## src/hw/rtl/cross_neighbour_smoothing_filter_defines.svh

```systemverilog
// Assertion macros for the cross-neighbour smoothing filter RTL.
// No dependencies; taken in by every file that carries assertions.
`ifndef CROSS_NEIGHBOUR_SMOOTHING_FILTER_DEFINES_SVH
`define CROSS_NEIGHBOUR_SMOOTHING_FILTER_DEFINES_SVH
`ifndef SYNTHESIS
// same-cycle implication
`define CNSF_ASSERT_IMPL(lbl, clk, rst_n, ante, cons) \
    lbl: assert property (@(posedge clk) disable iff (!rst_n) (ante) |-> (cons)) \
        else $error("cnsf: assertion failed");
// next-cycle implication
`define CNSF_ASSERT_NEXT(lbl, clk, rst_n, ante, cons) \
    lbl: assert property (@(posedge clk) disable iff (!rst_n) (ante) |=> (cons)) \
        else $error("cnsf: assertion failed");
`else
`define CNSF_ASSERT_IMPL(lbl, clk, rst_n, ante, cons)
`define CNSF_ASSERT_NEXT(lbl, clk, rst_n, ante, cons)
`endif
`endif

```

## src/hw/rtl/cnsf_pkg.sv

```systemverilog
// Shared types, constants and helpers of the cross-neighbour smoothing filter.
// No dependencies; used by the line store, the lanes, the merge queue and the top level.
package cnsf_pkg;

    // default frame limits
    localparam int DEF_MAX_WIDTH  = 1024;
    localparam int DEF_MAX_HEIGHT = 1024;

    // configuration port
    localparam int CFG_IDX_W  = 1;
    localparam int CFG_DATA_W = 11;
    localparam logic [CFG_DATA_W-1:0] CFG_RESET = 11'd1;

    typedef enum logic [CFG_IDX_W-1:0] {
        CFG_FRAME_WIDTH  = 1'b0,
        CFG_FRAME_HEIGHT = 1'b1
    } t_cfg_idx;

    // pixel layout: four 16-bit channels, red in the low bits
    localparam int CH_W    = 16;
    localparam int NUM_CH  = 4;
    localparam int PIX_W   = CH_W * NUM_CH;
    localparam int SUM_W   = CH_W + 2;
    localparam int COORD_W = 10;

    typedef logic [PIX_W-1:0]   t_pix;
    typedef logic [COORD_W-1:0] t_coord;

    // lanes: one per result an input pixel can cause
    localparam int NUM_LANES      = 3;
    localparam int LANE_CW        = 2;
    localparam int LANE_PREV_ROW  = 0;  // pixel above the incoming one
    localparam int LANE_LAST_ROW  = 1;  // last row, pixel to the left
    localparam int LANE_FRAME_END = 2;  // final pixel of the frame

    // result queue
    localparam int QDEPTH = 8;
    localparam int QAW    = $clog2(QDEPTH);
    localparam int QCW    = $clog2(QDEPTH + 1);

    // line store slots rotate 0, 1, 2
    typedef logic [1:0] t_slot;
    localparam t_slot SLOT_FIRST = 2'd0;
    localparam t_slot SLOT_LAST  = 2'd2;

    typedef struct packed {
        logic [CH_W-1:0] red_in;
        logic [CH_W-1:0] green_in;
        logic [CH_W-1:0] blue_in;
        logic [CH_W-1:0] alpha_in;
    } t_pix_in;

    typedef struct packed {
        t_coord          column;
        t_coord          row;
        logic [CH_W-1:0] red_out;
        logic [CH_W-1:0] green_out;
        logic [CH_W-1:0] blue_out;
        logic [CH_W-1:0] alpha_out;
        logic            frame_done;
    } t_result;

    // neighbours and position of one pixel to smooth
    typedef struct packed {
        logic   valid;
        t_pix   left;
        t_pix   right;
        t_pix   up;
        t_pix   down;
        t_coord column;
        t_coord row;
        logic   frame_done;
    } t_lane_req;

    typedef struct packed {
        logic    valid;
        t_result res;
    } t_lane_out;

    function automatic t_slot slot_inc(input t_slot s);
        return (s == SLOT_LAST) ? SLOT_FIRST : s + 2'd1;
    endfunction

    function automatic t_slot slot_dec(input t_slot s);
        return (s == SLOT_FIRST) ? SLOT_LAST : s - 2'd1;
    endfunction

endpackage

```

## src/hw/rtl/cnsf_lane.sv

```systemverilog
// One smoothing lane: per-channel sum of four neighbours, truncated mean, registered.
// Depends on cnsf_pkg.
module cnsf_lane (
    input  logic                i_clk,
    input  logic                i_rst_n,
    input  cnsf_pkg::t_lane_req i_req,
    output cnsf_pkg::t_lane_out o_res
);
    localparam int CH_W  = cnsf_pkg::CH_W;
    localparam int SUM_W = cnsf_pkg::SUM_W;

    logic [SUM_W-1:0]    sum [cnsf_pkg::NUM_CH];
    logic [CH_W-1:0]     mean [cnsf_pkg::NUM_CH];
    cnsf_pkg::t_result   n_res;
    cnsf_pkg::t_result   r_res;
    logic                r_valid;

    // four-input add per channel, drop two bits
    always_comb begin
        for (int ch = 0; ch < cnsf_pkg::NUM_CH; ch++) begin
            sum[ch] = SUM_W'(i_req.left[ch*CH_W +: CH_W])
                    + SUM_W'(i_req.right[ch*CH_W +: CH_W])
                    + SUM_W'(i_req.up[ch*CH_W +: CH_W])
                    + SUM_W'(i_req.down[ch*CH_W +: CH_W]);
            mean[ch] = sum[ch][SUM_W-1:2];
        end
    end

    always_comb begin
        n_res.column     = i_req.column;
        n_res.row        = i_req.row;
        n_res.red_out    = mean[0];
        n_res.green_out  = mean[1];
        n_res.blue_out   = mean[2];
        n_res.alpha_out  = mean[3];
        n_res.frame_done = i_req.frame_done;
    end

    always_ff @(posedge i_clk) begin
        if (!i_rst_n) begin
            r_valid <= 1'b0;
        end else begin
            r_valid <= i_req.valid;
        end
    end

    always_ff @(posedge i_clk) begin
        r_res <= n_res;
    end

    assign o_res.valid = r_valid;
    assign o_res.res   = r_res;
endmodule

```

## config.mk

```make
export PLATFORM = sky130hd
export DESIGN_NAME = cnsf_lane
export DESIGN_NICKNAME = d
export VERILOG_FILES = /design/src/hw/rtl/cross_neighbour_smoothing_filter_defines.svh /design/src/hw/rtl/cnsf_pkg.sv /design/src/hw/rtl/cnsf_lane.sv
export SDC_FILE = /design/constraint.sdc
export NUM_CORES = 1
export LEC_CHECK = 0
export ABC_AREA = 1
export BUFFER_PORTS_ARGS = -buffer_cell sky130_fd_sc_hd__buf_4
export CAP_MARGIN = 20
export CORE_AREA = 2 2 141 143
export DETAILED_ROUTE_END_ITERATION = 16
export DIE_AREA = 0 0 143 145
export GPL_ROUTABILITY_DRIVEN = 0
export GPL_TIMING_DRIVEN = 0
export MAX_ROUTING_LAYER = met4
export PLACE_DENSITY = 0.78
export REMOVE_ABC_BUFFERS = 1
export SLEW_MARGIN = 40
export SYNTH_ARGS = -nofsm -noshare
export SYNTH_HDL_FRONTEND = slang
export SYNTH_SLANG_ARGS = --single-unit
```

## constraint.sdc

```tcl
create_clock -name i_clk -period 6 [get_ports i_clk]
set_input_delay 0.3 -clock i_clk [delete_from_list [all_inputs] [get_ports i_clk]]
set_output_delay 0.3 -clock i_clk [all_outputs]
set_load 0.01 [all_outputs]
```

==> metrics list <==
- Footprint of the flip-flops and latches: 1720 um2
- The synthesized design contains 86 register bits.
* Crit Path Max Fanout: 3
- Worst-case setup margin in the final layout: 3.50 ns
- The net count of the finished layout is 2057.
* Endpoint class of the critical path: register
- Global-route wire length before repair: 35300 um
- After detailed routing, the average wire length per cell comes to 11.6 um.
- Clock power share: 15.3%
- DIE AREA: 20700 um2
- In the final layout, the multi-input gates occupy around 5600 um2.
- Bufs on Longest Clock Path: 2
* Most used cells in the layout excluding fill and tap cells: inv_1, buf_4, nand2_1
* Antenna violations before repair: 0
- The worst path uses 41.6% of the clock period.
* Top Ports: 366
- In this run, post-CTS hold repair placed 0 buffers.
* Share of power burned in registers: approximately 23%
- Sw Share: 42.1%
* Clock Sink Count: 86
- Power dissipated by switching net loads: 1.63 mW
- After clock tree synthesis, the clock-pin slew on the worst setup and hold paths is 0.07 ns.
- Buffers inserted by post-CTS timing repair: 0
* Cell area power density: 310 nW/um2
- Sequential elements use approximately a fifth of the synthesized area.
- Number of hold violations in the final report: 0
- Via count: between 8000 and 9000
- During synthesis, Yosys emitted a total of 0 warnings.
* Status: completed
- Dividing the detail-routed via count by the number of cells gives 4.36.
- Based on the critical path, the design can be clocked at up to 0.400 GHz.
* Mapped Area: 9050 um2
- Internal power consumption: 2.23 mW
* Pin count of the biggest net entering global routing: 15
- Antenna Diode Count: 0
- Critical Path Source Type: input pin
* CP Class: in2reg
* Length of the first detailed-routing pass in iterations: 5
- The tree is rooted in a clkbuf_16.
* Number of maximum-capacitance violations: 0
* Placement Setup Slack: 3.15 ns
- The number of global-route vias before repair is 8255.
* Accumulated negative setup slack: 0 ns
- Number of cells upsized or downsized after cts: 0
- Min Clock Period, post-route: 2.50 ns
- DRC violations left: 0
- Cts bufs inserted: 9
* Data arrival at the endpoint of the critical path: 2.73 ns
* CTS tree: yes
* Layout overhead on the synthesized area: 37.4%
- H-tree level count: 3
* Most common library cell in the layout ignoring fill and taps: inv_1
- Number of max-slew violations in the final report: 0
- Row cnt: 51
- Post-DRT Antenna Nets: 0
- Each instance of the synthesized netlist takes up on average 7.45 um2.
- The cell count after synthesis came out at 1214.
* Y dimension of the die: 145 um
- Setup violations remaining at the end of the flow were counted as 0.
- After global routing the overflow that remains totals 0.
- Port buffering added 365 buffers.
* Leakage power summed over all cells: around 7.7 nW
- Min-Delay Path Class: in2reg
- Setup repair after global routing left no endpoint under its margin.
- Layout fillers: 1669
- After the first detailed-routing iteration, the DRC count stood at just under 200.
* Number of library cell types mapped by synthesis: 25
- At the pin with the least slew margin, the transition time is about 0.24 ns.
- Data required time at the worst endpoint: 6.23 ns
- Total global routing track utilization: 21.7%
- The die is 143 um wide.
- Core Box Area: 19200 um2
* Detailed placer's ending HPWL: 19500 um
* Share of final-layout standard cells stronger than drive strength 1: 26.3%
- Overall routed net length: 21700 um
* Largest voltage drop on the vdd net: about 0.14 mV
- Max-Slew Margin vs Limit: 83.8%
- Combinational logic burns 61.9% of the power.
* Starting density of the core: 47.1%
-- worst max-delay path, cell delays in order --
cell and delay [ns]:
buf_4 0.09, inv_1 0.05, fa_1 0.53, inv_1 0.05
fa_1 0.43, nand2_1 0.11, nor2_2 0.06, fa_1 0.45
nand2_1 0.09, nand2_1 0.07, nand3b_1 0.11, nand2_2 0.09
nand3_1 0.12, nand2_1 0.07, nand2_1 0.07, nand2_1 0.04
-- cell type report --
type	count	share of cell area, %
Multi-Input combinational cell	675	45.2
Timing Repair Buffer	365	22.0
Sequential cell	86	13.8
Inverter	452	13.6
Tap cell	265	2.67
Clock buffer	12	2.14
Clock inverter	4	0.433
-- routing by layer --
metal | wire length (um) | up-vias | track usage, % | share of wire, %
li1 | - | 4159 | - | -
met1 | 7890 | 3659 | 22.2 | 36
met2 | 11500 | 261 | 40.4 | 53
met3 | 1870 | 31 | 5.41 | 8.7
met4 | 404 | 0 | 6.19 | 1.9
met5 | 0 | - | - | 0
-- flip-flops by register name, indices dropped and copies added (netlist names) --
signal and cells:
o_res 85, r_valid 1
-- metrics by stage --
| stage | util (%) | hold slack (ns) | cells | instance area, um2 | power (mW) |
|---|---|---|---|---|---|
| after detailed placement | 63.1 | 0.406 | 1843 | 12100 | 3.28 |
| after floorplan | - | 0.328 | 1213 | 9040 | 2.41 |
| after global routing | 64.7 | 0.0398 | 1859 | 12400 | 4.23 |
| after CTS | 64.7 | 0.0419 | 1859 | 12400 | 3.90 |
| final | 64.7 | 0.0559 | 1859 | 12400 | 3.86 |
| after global placement | 63.1 | 0.405 | 1843 | 12100 | 3.23 |
-- Yosys cell counts --
library cell,instances,area [um2]
a21o_1,5,37.5
a21oi_1,43,215
a21oi_2,4,35.0
and2_4,4,35.0
buf_4,1,7.51
dfxtp_1,86,1720
fa_1,128,2560
ha_1,60,751
inv_1,450,1690
inv_2,2,7.51
nand2_1,246,923
nand2_2,17,106
nand3_1,44,220
nand3_2,4,40.0
nand3b_1,4,30.0
nand4_1,4,25.0
nor2_1,46,173
nor2_2,8,50.1
nor3_1,8,40.0
o21a_1,3,22.5
o21ai_0,7,35.0
o21ai_1,4,20.0
o21bai_1,4,30.0
or2_0,4,25.0
xor2_1,28,245
-- power by group through the flow --
stage / Sequential (mW) / Combinational [mW] / Clock (mW)
floorplan: 1.01 / 1.40 / 0
global placement: 0.885 / 2.34 / 0
detailed placement: 0.891 / 2.39 / 0
CTS: 0.882 / 2.40 / 0.612
global route: 0.901 / 2.70 / 0.636
finish: 0.879 / 2.39 / 0.592
-- kinds of logic (layout without fill, tap and decap cells) --
family,after synthesis,after routing,synth area share [%]
AOI/OAI and AO/OA,70,70,4.37
and+or+nand+nor,389,389,18.4
xor gates and xnor gates,28,28,2.71
adders and majority gates,188,188,36.6
buffers and inverters,453,833,18.8
DFF,86,86,19.0
-- path summary, 6_finish.rpt --
kind,cells past startpoint,start,endpoint
worst min-delay path,1,i_req[4],o_res[68]
worst max-delay path,16,i_req[38],o_res[46]
Note: power is estimated with default switching activity, not from simulation.
