--- config.mk ---
export PLATFORM = sky130hd
export DESIGN_NAME = cnsf_merge_flat
export DESIGN_NICKNAME = d
export VERILOG_FILES = /design/src/hw/rtl/cnsf_pkg.sv /design/src/hw/rtl/cnsf_stream_if.sv /design/src/hw/rtl/cnsf_merge.sv /design/src/flat_wrapper.sv
export VERILOG_INCLUDE_DIRS = /design/src /design/src/hw/rtl
export SDC_FILE = /design/constraint.sdc
export NUM_CORES = 1
export LEC_CHECK = 0
export BUFFER_PORTS_ARGS = -buffer_cell sky130_fd_sc_hd__buf_2
export CORE_AREA = 4 4 100 102
export CTS_BUF_LIST = sky130_fd_sc_hd__clkbuf_16
export DETAILED_ROUTE_END_ITERATION = 12
export DIE_AREA = 0 0 104 106
export PLACE_DENSITY = 0.61
export RECOVER_POWER = 25
export SLEW_MARGIN = 30
export SYNTH_ARGS = -nofsm -noshare
export SYNTH_HDL_FRONTEND = slang
export SYNTH_SLANG_ARGS = --single-unit
--- constraint.sdc ---
create_clock -name i_clk -period 6.2 [get_ports i_clk]
set_clock_uncertainty 0.15 [all_clocks]
set_input_delay 0.93 -clock i_clk [delete_from_list [all_inputs] [get_ports i_clk]]
set_output_delay 0.93 -clock i_clk [all_outputs]
set_load 0.01 [all_outputs]
--- src/hw/rtl/cross_neighbour_smoothing_filter_defines.svh ---
// Assertion macros for the cross-neighbour smoothing filter RTL.
// No dependencies; taken in by every file that carries assertions.
`ifndef CROSS_NEIGHBOUR_SMOOTHING_FILTER_DEFINES_SVH
`define CROSS_NEIGHBOUR_SMOOTHING_FILTER_DEFINES_SVH
`ifndef SYNTHESIS
// same-cycle implication
`define CNSF_ASSERT_IMPL(lbl, clk, rst_n, ante, cons) \
    lbl: assert property (@(posedge clk) disable iff (!rst_n) (ante) |-> (cons)) \
        else $error("cnsf: assertion failed");
// next-cycle implication
`define CNSF_ASSERT_NEXT(lbl, clk, rst_n, ante, cons) \
    lbl: assert property (@(posedge clk) disable iff (!rst_n) (ante) |=> (cons)) \
        else $error("cnsf: assertion failed");
`else
`define CNSF_ASSERT_IMPL(lbl, clk, rst_n, ante, cons)
`define CNSF_ASSERT_NEXT(lbl, clk, rst_n, ante, cons)
`endif
`endif

--- src/hw/rtl/cnsf_pkg.sv ---
// Shared types, constants and helpers of the cross-neighbour smoothing filter.
// No dependencies; used by the line store, the lanes, the merge queue and the top level.
package cnsf_pkg;

    // default frame limits
    localparam int DEF_MAX_WIDTH  = 1024;
    localparam int DEF_MAX_HEIGHT = 1024;

    // configuration port
    localparam int CFG_IDX_W  = 1;
    localparam int CFG_DATA_W = 11;
    localparam logic [CFG_DATA_W-1:0] CFG_RESET = 11'd1;

    typedef enum logic [CFG_IDX_W-1:0] {
        CFG_FRAME_WIDTH  = 1'b0,
        CFG_FRAME_HEIGHT = 1'b1
    } t_cfg_idx;

    // pixel layout: four 16-bit channels, red in the low bits
    localparam int CH_W    = 16;
    localparam int NUM_CH  = 4;
    localparam int PIX_W   = CH_W * NUM_CH;
    localparam int SUM_W   = CH_W + 2;
    localparam int COORD_W = 10;

    typedef logic [PIX_W-1:0]   t_pix;
    typedef logic [COORD_W-1:0] t_coord;

    // lanes: one per result an input pixel can cause
    localparam int NUM_LANES      = 3;
    localparam int LANE_CW        = 2;
    localparam int LANE_PREV_ROW  = 0;  // pixel above the incoming one
    localparam int LANE_LAST_ROW  = 1;  // last row, pixel to the left
    localparam int LANE_FRAME_END = 2;  // final pixel of the frame

    // result queue
    localparam int QDEPTH = 8;
    localparam int QAW    = $clog2(QDEPTH);
    localparam int QCW    = $clog2(QDEPTH + 1);

    // line store slots rotate 0, 1, 2
    typedef logic [1:0] t_slot;
    localparam t_slot SLOT_FIRST = 2'd0;
    localparam t_slot SLOT_LAST  = 2'd2;

    typedef struct packed {
        logic [CH_W-1:0] red_in;
        logic [CH_W-1:0] green_in;
        logic [CH_W-1:0] blue_in;
        logic [CH_W-1:0] alpha_in;
    } t_pix_in;

    typedef struct packed {
        t_coord          column;
        t_coord          row;
        logic [CH_W-1:0] red_out;
        logic [CH_W-1:0] green_out;
        logic [CH_W-1:0] blue_out;
        logic [CH_W-1:0] alpha_out;
        logic            frame_done;
    } t_result;

    // neighbours and position of one pixel to smooth
    typedef struct packed {
        logic   valid;
        t_pix   left;
        t_pix   right;
        t_pix   up;
        t_pix   down;
        t_coord column;
        t_coord row;
        logic   frame_done;
    } t_lane_req;

    typedef struct packed {
        logic    valid;
        t_result res;
    } t_lane_out;

    function automatic t_slot slot_inc(input t_slot s);
        return (s == SLOT_LAST) ? SLOT_FIRST : s + 2'd1;
    endfunction

    function automatic t_slot slot_dec(input t_slot s);
        return (s == SLOT_FIRST) ? SLOT_LAST : s - 2'd1;
    endfunction

endpackage

--- src/hw/rtl/cnsf_stream_if.sv ---
// Valid/ready stream channel with a typed payload.
// Instantiated with cnsf_pkg::t_pix_in for pixels and cnsf_pkg::t_result for results.
interface cnsf_stream_if #(
    parameter type T = logic
);
    logic valid;
    logic ready;
    T     data;

    modport source (output valid, output data, input ready);
    modport sink   (input valid, input data, output ready);
endinterface

--- src/hw/rtl/cnsf_merge.sv ---
// Merge stage: packs the lane results in lane order into a result queue.
// Depends on cnsf_pkg, cnsf_stream_if and the assertion macro header.
`include "cross_neighbour_smoothing_filter_defines.svh"
module cnsf_merge (
    input  logic                                           i_clk,
    input  logic                                           i_rst_n,
    input  cnsf_pkg::t_lane_out [cnsf_pkg::NUM_LANES-1:0] i_lane,
    cnsf_stream_if.source                                  o_res
);
    localparam int LCW    = cnsf_pkg::LANE_CW;
    localparam int QAW    = cnsf_pkg::QAW;
    localparam int QCW    = cnsf_pkg::QCW;
    localparam int QDEPTH = cnsf_pkg::QDEPTH;

    cnsf_pkg::t_result r_q [QDEPTH];
    logic [QAW-1:0]    r_wp;
    logic [QAW-1:0]    r_rp;
    logic [QCW-1:0]    r_cnt;
    logic [LCW-1:0]    pos [cnsf_pkg::NUM_LANES];
    logic [LCW-1:0]    push_cnt;
    logic              pop;

    // slot of each valid lane after compaction
    always_comb begin
        logic [LCW-1:0] run;
        run = '0;
        for (int i = 0; i < cnsf_pkg::NUM_LANES; i++) begin
            pos[i] = run;
            run    = run + LCW'(i_lane[i].valid);
        end
        push_cnt = run;
    end

    assign pop = o_res.valid && o_res.ready;

    // queue storage
    always_ff @(posedge i_clk) begin
        for (int i = 0; i < cnsf_pkg::NUM_LANES; i++) begin
            if (i_lane[i].valid) begin
                r_q[r_wp + QAW'(pos[i])] <= i_lane[i].res;
            end
        end
    end

    // pointers and fill count
    always_ff @(posedge i_clk) begin
        if (!i_rst_n) begin
            r_wp  <= '0;
            r_rp  <= '0;
            r_cnt <= '0;
        end else begin
            r_wp  <= r_wp + QAW'(push_cnt);
            r_rp  <= r_rp + QAW'(pop);
            r_cnt <= r_cnt + QCW'(push_cnt) - QCW'(pop);
        end
    end

    assign o_res.valid = (r_cnt != '0);
    assign o_res.data  = r_q[r_rp];

    `CNSF_ASSERT_IMPL(a_queue_no_overflow, i_clk, i_rst_n, 1'b1,
        (int'(r_cnt) + int'(push_cnt)) <= (QDEPTH + int'(pop)))
    `CNSF_ASSERT_NEXT(a_queue_fill_tracks, i_clk, i_rst_n, pop && (push_cnt == '0),
        r_cnt == $past(r_cnt) - QCW'(1))
endmodule
--- src/flat_wrapper.sv ---
// flat-port wrapper written by rule: the top's interface ports become plain ports
module cnsf_merge_flat 
  (i_clk, i_rst_n, i_lane, o_res_valid, o_res_data, o_res_ready);
  cnsf_stream_if o_res_i ();
  input  logic i_clk;
  input  logic i_rst_n;
  input  cnsf_pkg::t_lane_out [cnsf_pkg::NUM_LANES-1:0] i_lane;
  output wire logic [$bits(o_res_i.valid)-1:0] o_res_valid;
  output wire logic [$bits(o_res_i.data)-1:0] o_res_data;
  input wire logic [$bits(o_res_i.ready)-1:0] o_res_ready;
  assign o_res_valid = o_res_i.valid;
  assign o_res_data = o_res_i.data;
  assign o_res_i.ready = o_res_ready;
  cnsf_merge u_core (.i_clk(i_clk), .i_rst_n(i_rst_n), .i_lane(i_lane), .o_res(o_res_i));
endmodule
==> run summary, run 1 <==
clock slew at reported path FFs: 50 ps
P_int: 0.378 mW
Lkg Pwr: 0.616 nW
sequential area share after synthesis: 0.306
fin nets: 441
worst-skew pair later-pin latency: 240 ps
post-cts resize count: 0
initial antenna violation count: 0
PwrDens: 361 nW/um2
Mapped Nets: 433
net load switching power: 0.225 mW
layout cell share with drive strength beyond 1: 0.117
Crit path max-delay family: adder cells
PortBufs: 10
# DRC: 0
WP buf/inv: 1
Seq pwr share: 0.316
vias: 1,189
global-route wire length before repair: 5120 um
Initial DRC Count: 170
IR Drop Worst-Case VDD: 88.9 uV
Crit Path Category: in2reg
Critical Path AT: 3070 ps
die width: 104 um
Fin. Hold Viols: 0
Synth Warn #: 0
worst path cell trace: clkbuf_1 > ha_1 > ha_1 > fa_1 > xor2_2 > or3_1 > o211ai_1
postcts setup bufs: 0
most used cell, CP: ha_1
Post-synth top cells: ha_1, nand2_1, inv_1
Core Area: 9110 um2
cts hold-fix bufs: 0
Clock Tree Root: clkbuf_16
slowest stage delay, CP: 460 ps
Fmax: 0.305 GHz
vias in the first global route: 1,126
final setup vio count: 0
post-DP HPWL: 2450 um
Power Total: 0.602 mW
Final Critical Period: 3280 ps
GRT Overall Usage: 0.0556
drt via density: 4.36
Rel. slew slack: 0.394
Layout area overhead: 15.8%
Yosys top cell area share: 0.167
outcome: complete, no violations
CTS Buf Count: 3
final instance area: 1670 um2
library cells used by synthesis: 42
mean area per synthesized cell: 9.30 um2
Critical Path RT: 5990 ps
Hold Path Class: reg2reg
die span in y: 106 um
switching part of the total power: 0.373
combinational power share: 0.476
RSZ-0062 raised after global routing: false
DRT antenna net count: 0
Overflow after GRT: 0
fraction of registers with async set/reset: 0
Max Slew Vio Count: 0
Mapped Area: 1440 um2
Worst Setup End Kind: flip-flop
Routed WL: 3100 um
DP Area: 1590 um2
Worst-Margin Slew: 903 ps
Startpoint Class: input port
FILL cells: 1,003
Max Cap Viol: 0
Sink Count: 18
number of flops mapped to enable cells by yosys: 8
I/O Pins: 263
slowest CP cell: fa_1
die area: 11,000 um2
row count: 35
Main synth FF type: dfxtp_1
Clock Power Share: 0.209
Crit Path Max Fanout: 11
Pre-antenna DRT Iters: 4
initial core utilization: 0.158
largest net degree at the start of global routing: 13
Final Cycle Share: 0.529
TritonCTS clock tree: yes
cell count after synthesis: 155
H-tree levels: 1
Inserted Diodes: 0
largest cells by area after synthesis: edfxtp_1, dfxtp_1, ha_1, fa_1, a31oi_1
gpl congestion: 0.770
total negative setup slack: 0 ps
WL/cell: 11.4 um
largest area contributor in the netlist: edfxtp_1
clk buf depth: 2
Yosys reg bits: 18
tightest hold or removal path: stages, from the launching register on:
cell and delay (ps):
dfxtp_1 320, xor2_1 120, and2_0 130
layout by cell type, fill, tap and decap left out, types with 3 or more instances in the layout:
cell type,count
dfxtp_1,10
ha_1,13
inv_1,12
nand3b_1,3
buf_2,8
and2_1,5
nor3_1,6
nor2b_1,7
o21ai_0,8
nand4_1,3
and2_0,3
o211ai_1,5
nand2_1,13
a31oi_1,8
fa_1,4
clkbuf_16,3
xnor2_1,3
nand3_1,8
edfxtp_1,8
stage by stage:
stage,cells,setup slack [ps],hold slack (ps),utilization
floorplan,155,3190,400,-
global placement,269,2910,425,0.175
detailed placement,269,2860,454,0.175
CTS,273,3130,472,0.184
global route,273,2800,519,0.183
finish,273,2920,454,0.183
worst paths after layout:
check,start,endpoint,slack (ps),depth (start not counted)
worst max register to register,u_core.r_wp[0],u_core.r_q[1][0],3810,5
worst min register to register,u_core.r_rp[2],u_core.r_rp[2],450,2
worst max-delay path,i_lane[171],u_core.r_q[2][0],2920,7
worst min-delay path,u_core.r_rp[2],u_core.r_rp[2],450,2
power groups by stage:
stage               logic (mW)  clock network, mW  registers [mW]
finish                   0.287              0.126           0.190
CTS                      0.292              0.129           0.190
floorplan                0.236                  0           0.179
global route             0.329              0.135           0.194
global placement         0.277                  0           0.192
detailed placement       0.288                  0           0.193
layout make-up:
class / instances / area, um2 / share of cell area
clock inverter: 1 / 3.75 / 0.00225
timing repair buffer: 10 / 47.5 / 0.0285
inverter: 12 / 45.0 / 0.0270
sequential: 18 / 440 / 0.264
clock buffer: 3 / 75.1 / 0.0450
tap: 111 / 139 / 0.0832
multi-input combinational: 118 / 918 / 0.550
registers in the layout, summed over array words and instances (netlist names):
register,cells
u_core.r_rp,3
u_core.r_cnt,4
u_core.r_q,8
u_core.r_wp,3
cell families after synthesis:
family                   Yosys count  synth area share
XOR/XNOR                           7            0.0530
multiplexers                       4            0.0460
AND/OR/NAND/NOR                   63             0.252
buffers and inverters             19            0.0573
AO/OA/AOI/OAI                     27             0.118
adder cells (fa/ha/maj)           17             0.168
flip-flops                        18             0.306
metal layers:
metal / routed length, um / vias up / track usage / part of all wire
met4: 51 / 0 / 0.0247 / 0.016
met1: 1290 / 573 / 0.0658 / 0.41
met2: 1640 / 32 / 0.101 / 0.53
met3: 118 / 4 / 0.00668 / 0.038
met5: 0 / - / 0 / 0
li1: - / 580 / - / -
No activity file was read; power rests on OpenSTA's default activity.
==> run 2, diff against run 1 <==
CORE_AREA = 4 4 101 103   (was 4 4 100 102)
DIE_AREA = 0 0 105 107   (was 0 0 104 106)
PLACE_DENSITY = 0.62   (was 0.61)
clock period = 2.9 ns   (was 6.2 ns; I/O delays follow)
==> run 2 against run 1 <==
Effect of this change:
- die area increased by 1.9%
- wire length decreased by 1.5%
- worst hold slack worse by 78 ps
- largest power group unchanged
==> run summary, run 2 (synthesis gave the netlist of run 1 again) <==
clk buf depth: 2 (unchanged)
DRT antenna net count: 0 (unchanged)
Fin. Hold Viols: 0 (unchanged)
global-route wire length before repair: 5290 um (+3.4%)
Initial DRC Count: 36 (-79%)
Power Total: 1.32 mW (+120%)
largest net degree at the start of global routing: 12 (-1)
Critical Path AT: 2250 ps (-820 ps)
CTS Buf Count: 3 (unchanged)
fin nets: 447 (+1.4%)
net load switching power: 0.486 mW (+120%)
Seq pwr share: 0.304 (-0.012)
Sequential cell area: 440 um2 (unchanged)
DP Area: 1640 um2 (+2.8%)
I/O Pins: 263 (unchanged)
met3 usage: 0.0247 (+0.0180)
PwrDens: 770 nW/um2 (+110%)
Crit Path Max Fanout: 6 (-5)
outcome: complete, no violations
die width: 105 um (+0.96%)
final setup vio count: 0 (unchanged)
max FFs per register: 8 (unchanged)
slowest stage delay, CP: 600 ps (+140 ps)
GRT Overall Usage: 0.0593 (+0.00369)
Clock Power Share: 0.206 (-0.003)
worst path cell trace: clkbuf_1 > ha_1 > ha_1 > fa_1 > nand2_1 > or3_1 > o211ai_1
crit path from: i_lane[85]
Crit Path Category: in2reg
Clock Tree Root: clkbuf_16
min-delay src: i_rst_n
die span in y: 107 um (+0.94%)
most used cell, CP: ha_1
H-tree levels: 1 (unchanged)
die area: 11,200 um2 (+1.9%)
vias in the first global route: 1,138 (+1.1%)
Layout area overhead: 18.7%
Core Area: 9200 um2 (+0.96%)
row count: 35 (unchanged)
Hold Path Class: in2reg
GRT busiest layer: met2
PortBufs: 10 (unchanged)
switching part of the total power: 0.369 (-0.00407)
layout cell share with drive strength beyond 1: 0.137 (+0.0196)
met1 Use GR: 0.0684 (+0.00253)
Worst Setup End Kind: flip-flop
Worst R2R Start: u_core.r_wp[0]
Fmax: 0.406 GHz
drt via density: 4.25 (-2.5%)
worst-skew pair later-pin latency: 250 ps (about the same)
multi-input logic area: 918 um2 (unchanged)
P_int: 0.831 mW (+120%)
combinational power share: 0.490 (+0.014)
vias: 1,185 (-0.34%)
postcts setup bufs: 0 (unchanged)
post-cts resize count: 0 (unchanged)
Inserted Diodes: 0 (unchanged)
Sink Count: 18 (unchanged)
total negative setup slack: 0 ps (unchanged)
WL/cell: 11.0 um (-3.6%)
RSZ-0062 raised after global routing: false
Critical Path RT: 2680 ps (-3310 ps)
TritonCTS clock tree: yes
Rel. slew slack: 0.687 (+0.294)
placed cells: 275 (+2.2%)
Routed WL: 3060 um (-1.5%)
Worst-Margin Slew: 469 ps (-434 ps)
Overflow after GRT: 0 (unchanged)
Startpoint Class: input port
final instance area: 1710 um2 (+2.5%)
gpl congestion: 0.841 (+9.1%)
Crit path max-delay family: adder cells
WP buf/inv: 1 (unchanged)
Max Cap Viol: 0 (unchanged)
Lkg Pwr: 0.639 nW (+3.8%)
Pre-antenna DRT Iters: 4 (unchanged)
FILL cells: 1,042 (+3.9%)
IR Drop Worst-Case VDD: 401 uV (+350%)
Final Cycle Share: 0.849
cts hold-fix bufs: 0 (unchanged)
initial core utilization: 0.157 (-0.00151)
final non-filler cell total: 279 (+2.2%)
clock slew at reported path FFs: 50 ps (about the same)
# DRC: 0 (unchanged)
slowest CP cell: fa_1
Final Critical Period: 2460 ps
Max Slew Vio Count: 0 (unchanged)
most frequent cells in the layout: nand2_1, ha_1, inv_1, dfxtp_1
initial antenna violation count: 0 (unchanged)
post-DP HPWL: 2570 um (+4.6%)
GR Util met2: 0.0953 (-0.00542)
run 2: power by group through the flow:
| stage | sequential, mW | clock, mW | combinational [mW] |
|---|---|---|---|
| final | 0.401 | 0.271 | 0.645 |
| after global routing | 0.411 | 0.288 | 0.744 |
| after CTS | 0.404 | 0.281 | 0.656 |
| after detailed placement | 0.409 | 0 | 0.653 |
| after global placement | 0.408 | 0 | 0.627 |
| after floorplan | 0.382 | 0 | 0.504 |
run 2: tightest hold or removal path, delay by kind of cell:
| kind | cells | cell delay, ps |
|---|---|---|
| buf+inv | 1 | 160 |
| simple gates | 1 | 80 |
| mux | 1 | 50 |
run 2: metal layers:
layer  vias up  routed length [um]
met5         -                   0
met4         0                  71
met3         6                 192
met2        31                1460
met1       558                1340
li1        590                   -
run 2: path summary, 6_finish.rpt:
check,slack [ps],endpoint,cells after the start
min reg2reg,450,u_core.r_rp[2],2
max reg2reg,550,u_core.r_q[0][0],5
max,440,u_core.r_q[6][0],7
min,380,u_core.r_cnt[3],3
run 2: layout make-up:
| class | count | area share |
|---|---|---|
| clock inverter | 1 | 0.00219 |
| clock buffer | 3 | 0.0439 |
| inverter | 12 | 0.0263 |
| tap | 111 | 0.0812 |
| timing repair buffer | 16 | 0.0519 |
| sequential | 18 | 0.257 |
| multi-input combinational | 118 | 0.537 |
run 2: per-stage QoR:
stage | utilization | setup slack (ps) | hold WS, ps
6_report | 0.186 | 437 | 376
5_1_grt | 0.186 | 342 | 401
4_1_cts | 0.187 | 435 | 381
3_5_place_dp | 0.178 | 180 | 442
3_3_place_gp | 0.178 | 183 | 434
2_1_floorplan | - | 385 | 400
==> run 3, diff against run 2 <==
clock period = 2.1 ns   (was 2.9 ns; I/O delays follow)
==> run 3 against run 2 <==
Effect of this change:
- the run now ends with negative setup slack left
- setup slack got worse by 500 ps
- critical path depth did not move
- worst hold slack got worse by 120 ps
- clock-buffer cell count did not move
- combinational power rose by 110%
- non-clock buffer count rose by 25
- critical endpoint is now u_core.r_q[2][0]
- largest power group unchanged
- highest routed layer unchanged
==> run summary, run 3 (synthesis gave the netlist of run 1 again) <==
outcome: finished, violations left
failing checks: negative setup slack
fin nets: 472 (+5.6%)
most frequent cells in the layout: buf_4, nand2_1
Crit Path Max Fanout: 6 (unchanged)
die width: 105 um (unchanged)
DRT antenna net count: 0 (unchanged)
Worst-Margin Slew: 372 ps (-96.2 ps)
Routed WL: 3580 um (+17%)
clock slew at reported path FFs: 50 ps (about the same)
H-tree levels: 1 (unchanged)
I/O Pins: 263 (unchanged)
max FFs per register: 8 (unchanged)
drt via density: 4.20 (-1.1%)
GRT Overall Usage: 0.0639 (+0.00464)
DP Area: 1870 um2 (+14%)
worst-skew pair later-pin latency: 250 ps (about the same)
post-DP HPWL: 2820 um (+10%)
gpl congestion: 0.875 (+4.0%)
PnR worst setup slack: -63.9 ps (-501 ps)
Hold Path Class: in2reg
final instance area: 2080 um2 (+21%)
multi-input logic area: 1070 um2 (+16%)
final core occ: 0.226 (+0.0397)
Pre-antenna DRT Iters: 4 (unchanged)
final setup vio count: 3 (+3)
largest net degree at the start of global routing: 13 (+1)
Final Cycle Share: 1.03
Inserted Diodes: 0 (unchanged)
TritonCTS clock tree: yes
cts hold-fix bufs: 0 (unchanged)
most common cell after layout, fill and taps aside: buf_4
Lkg Pwr: 0.794 nW (+24%)
GRT busiest layer: met2
met3 usage: 0.0114 (-0.0132)
Core Area: 9200 um2 (unchanged)
FILL cells: 1,000 (-4.0%)
Clock Tree Root: clkbuf_16
# DRC: 0 (unchanged)
Crit Path Category: in2reg
WL/cell: 11.8 um (+7.5%)
met1 Use GR: 0.0850 (+0.0166)
vias in the first global route: 1,243 (+9.2%)
Layout area overhead: 44.0%
Initial DRC Count: 86 (+140%)
PortBufs: 10 (unchanged)
RSZ-0062 raised after global routing: true
initial core utilization: 0.157 (unchanged)
Fmax: 0.462 GHz
Overflow after GRT: 0 (unchanged)
most used cell, CP: ha_4
Sequential cell area: 444 um2 (+0.85%)
clk buf depth: 2 (unchanged)
Fin. Hold Viols: 0 (unchanged)
Rel. slew slack: 0.751 (+0.0637)
vias: 1,277 (+7.8%)
row count: 35 (unchanged)
die span in y: 107 um (unchanged)
Sink Count: 18 (unchanged)
Max Slew Vio Count: 0 (unchanged)
Worst Setup End Kind: flip-flop
global-route wire length before repair: 5850 um (+11%)
die area: 11,200 um2 (unchanged)
CTS Buf Count: 3 (unchanged)
GR Util met2: 0.108 (+0.0128)
layout cell share with drive strength beyond 1: 0.409 (+0.272)
slowest CP cell: fa_2
IR Drop Worst-Case VDD: 398 uV (-0.91%)
worst path cell trace: buf_8 > ha_4 > ha_4 > fa_2 > nand2_2 > or3_4 > o211ai_1
slowest stage delay, CP: 600 ps (about the same)
Max Cap Viol: 0 (unchanged)
Startpoint Class: input port
PwrDens: 1090 nW/um2 (+41%)
Crit path max-delay family: adder cells
Critical Path AT: 1960 ps (-290 ps)
WP buf/inv: 1 (unchanged)
Final Critical Period: 2160 ps
pre-CTS setup slack: -350 ps (-530 ps)
Critical Path RT: 1890 ps (-790 ps)
initial antenna violation count: 0 (unchanged)
-- run 3: cell types whose count changed in the layout (fill, tap and decap cells not counted), moves of 4 or more --
cell / previous run / this run
buf_4: 5 / 31
ha_1: 13 / 7
ha_4: 0 / 5
inv_1: 12 / 8
inv_2: 0 / 5
-- run 3: layout make-up --
class,instances,share of cell area
clock buffers,3,0.0362
clock inverters,1,0.00181
inverters,12,0.0217
repair buffers,41,0.144
multi-input cells,118,0.515
well taps,111,0.0669
flip-flops and latches,18,0.214
-- run 3: worst register-to-register path, stage by stage (launching register included) --
cell and delay [ps]:
dfxtp_2 330, ha_4 160, fa_2 600, nand2_2 80, or3_4 370, o211ai_1 100
-- run 3: routing by layer --
| layer | part of all wire | wire length [um] | vias up |
|---|---|---|---|
| li1 | - | - | 641 |
| met1 | 0.46 | 1650 | 598 |
| met2 | 0.49 | 1760 | 36 |
| met3 | 0.044 | 156 | 2 |
| met4 | 0.0050 | 18 | 0 |
| met5 | 0 | 0 | - |
-- run 3: through the flow --
step | power (mW) | hold WS [ps] | TNS, ps | instances
final | 2.26 | 260 | -97.2 | 304
after global routing | 2.45 | 283 | -857 | 304
after CTS | 2.21 | 257 | -75.3 | 301
after detailed placement | 1.70 | 428 | -5210 | 295
after global placement | 1.67 | 427 | -4900 | 295
after floorplan | 1.29 | 320 | -583 | 155
-- run 3: path summary, 6_finish.rpt --
check                           slack, ps                to  cells after the start      startpoint
worst max-delay path                  -60  u_core.r_q[2][0]                      7     i_lane[171]
worst min-delay path                  260   u_core.r_cnt[3]                      3         i_rst_n
worst max register to register          0  u_core.r_q[2][0]                      5  u_core.r_wp[0]
worst min register to register        440    u_core.r_rp[2]                      2  u_core.r_rp[2]
-- run 3: where the power goes --
part / internal, mW / switching [mW] / leakage, nW
sequential: 0.486 / 0.0455 / 0.158
clock: 0.254 / 0.131 / 0.0412
combinational: 0.701 / 0.645 / 0.595
-- run 3: repair_timing --
| action | 4_1_cts | 5_1_grt |
|---|---|---|
| buffers inserted | 2 | 3 |
| gates resized for setup | 16 | 11 |
| pin swaps | 8 | 9 |
| endpoints found under the setup margin | 10 | 15 |
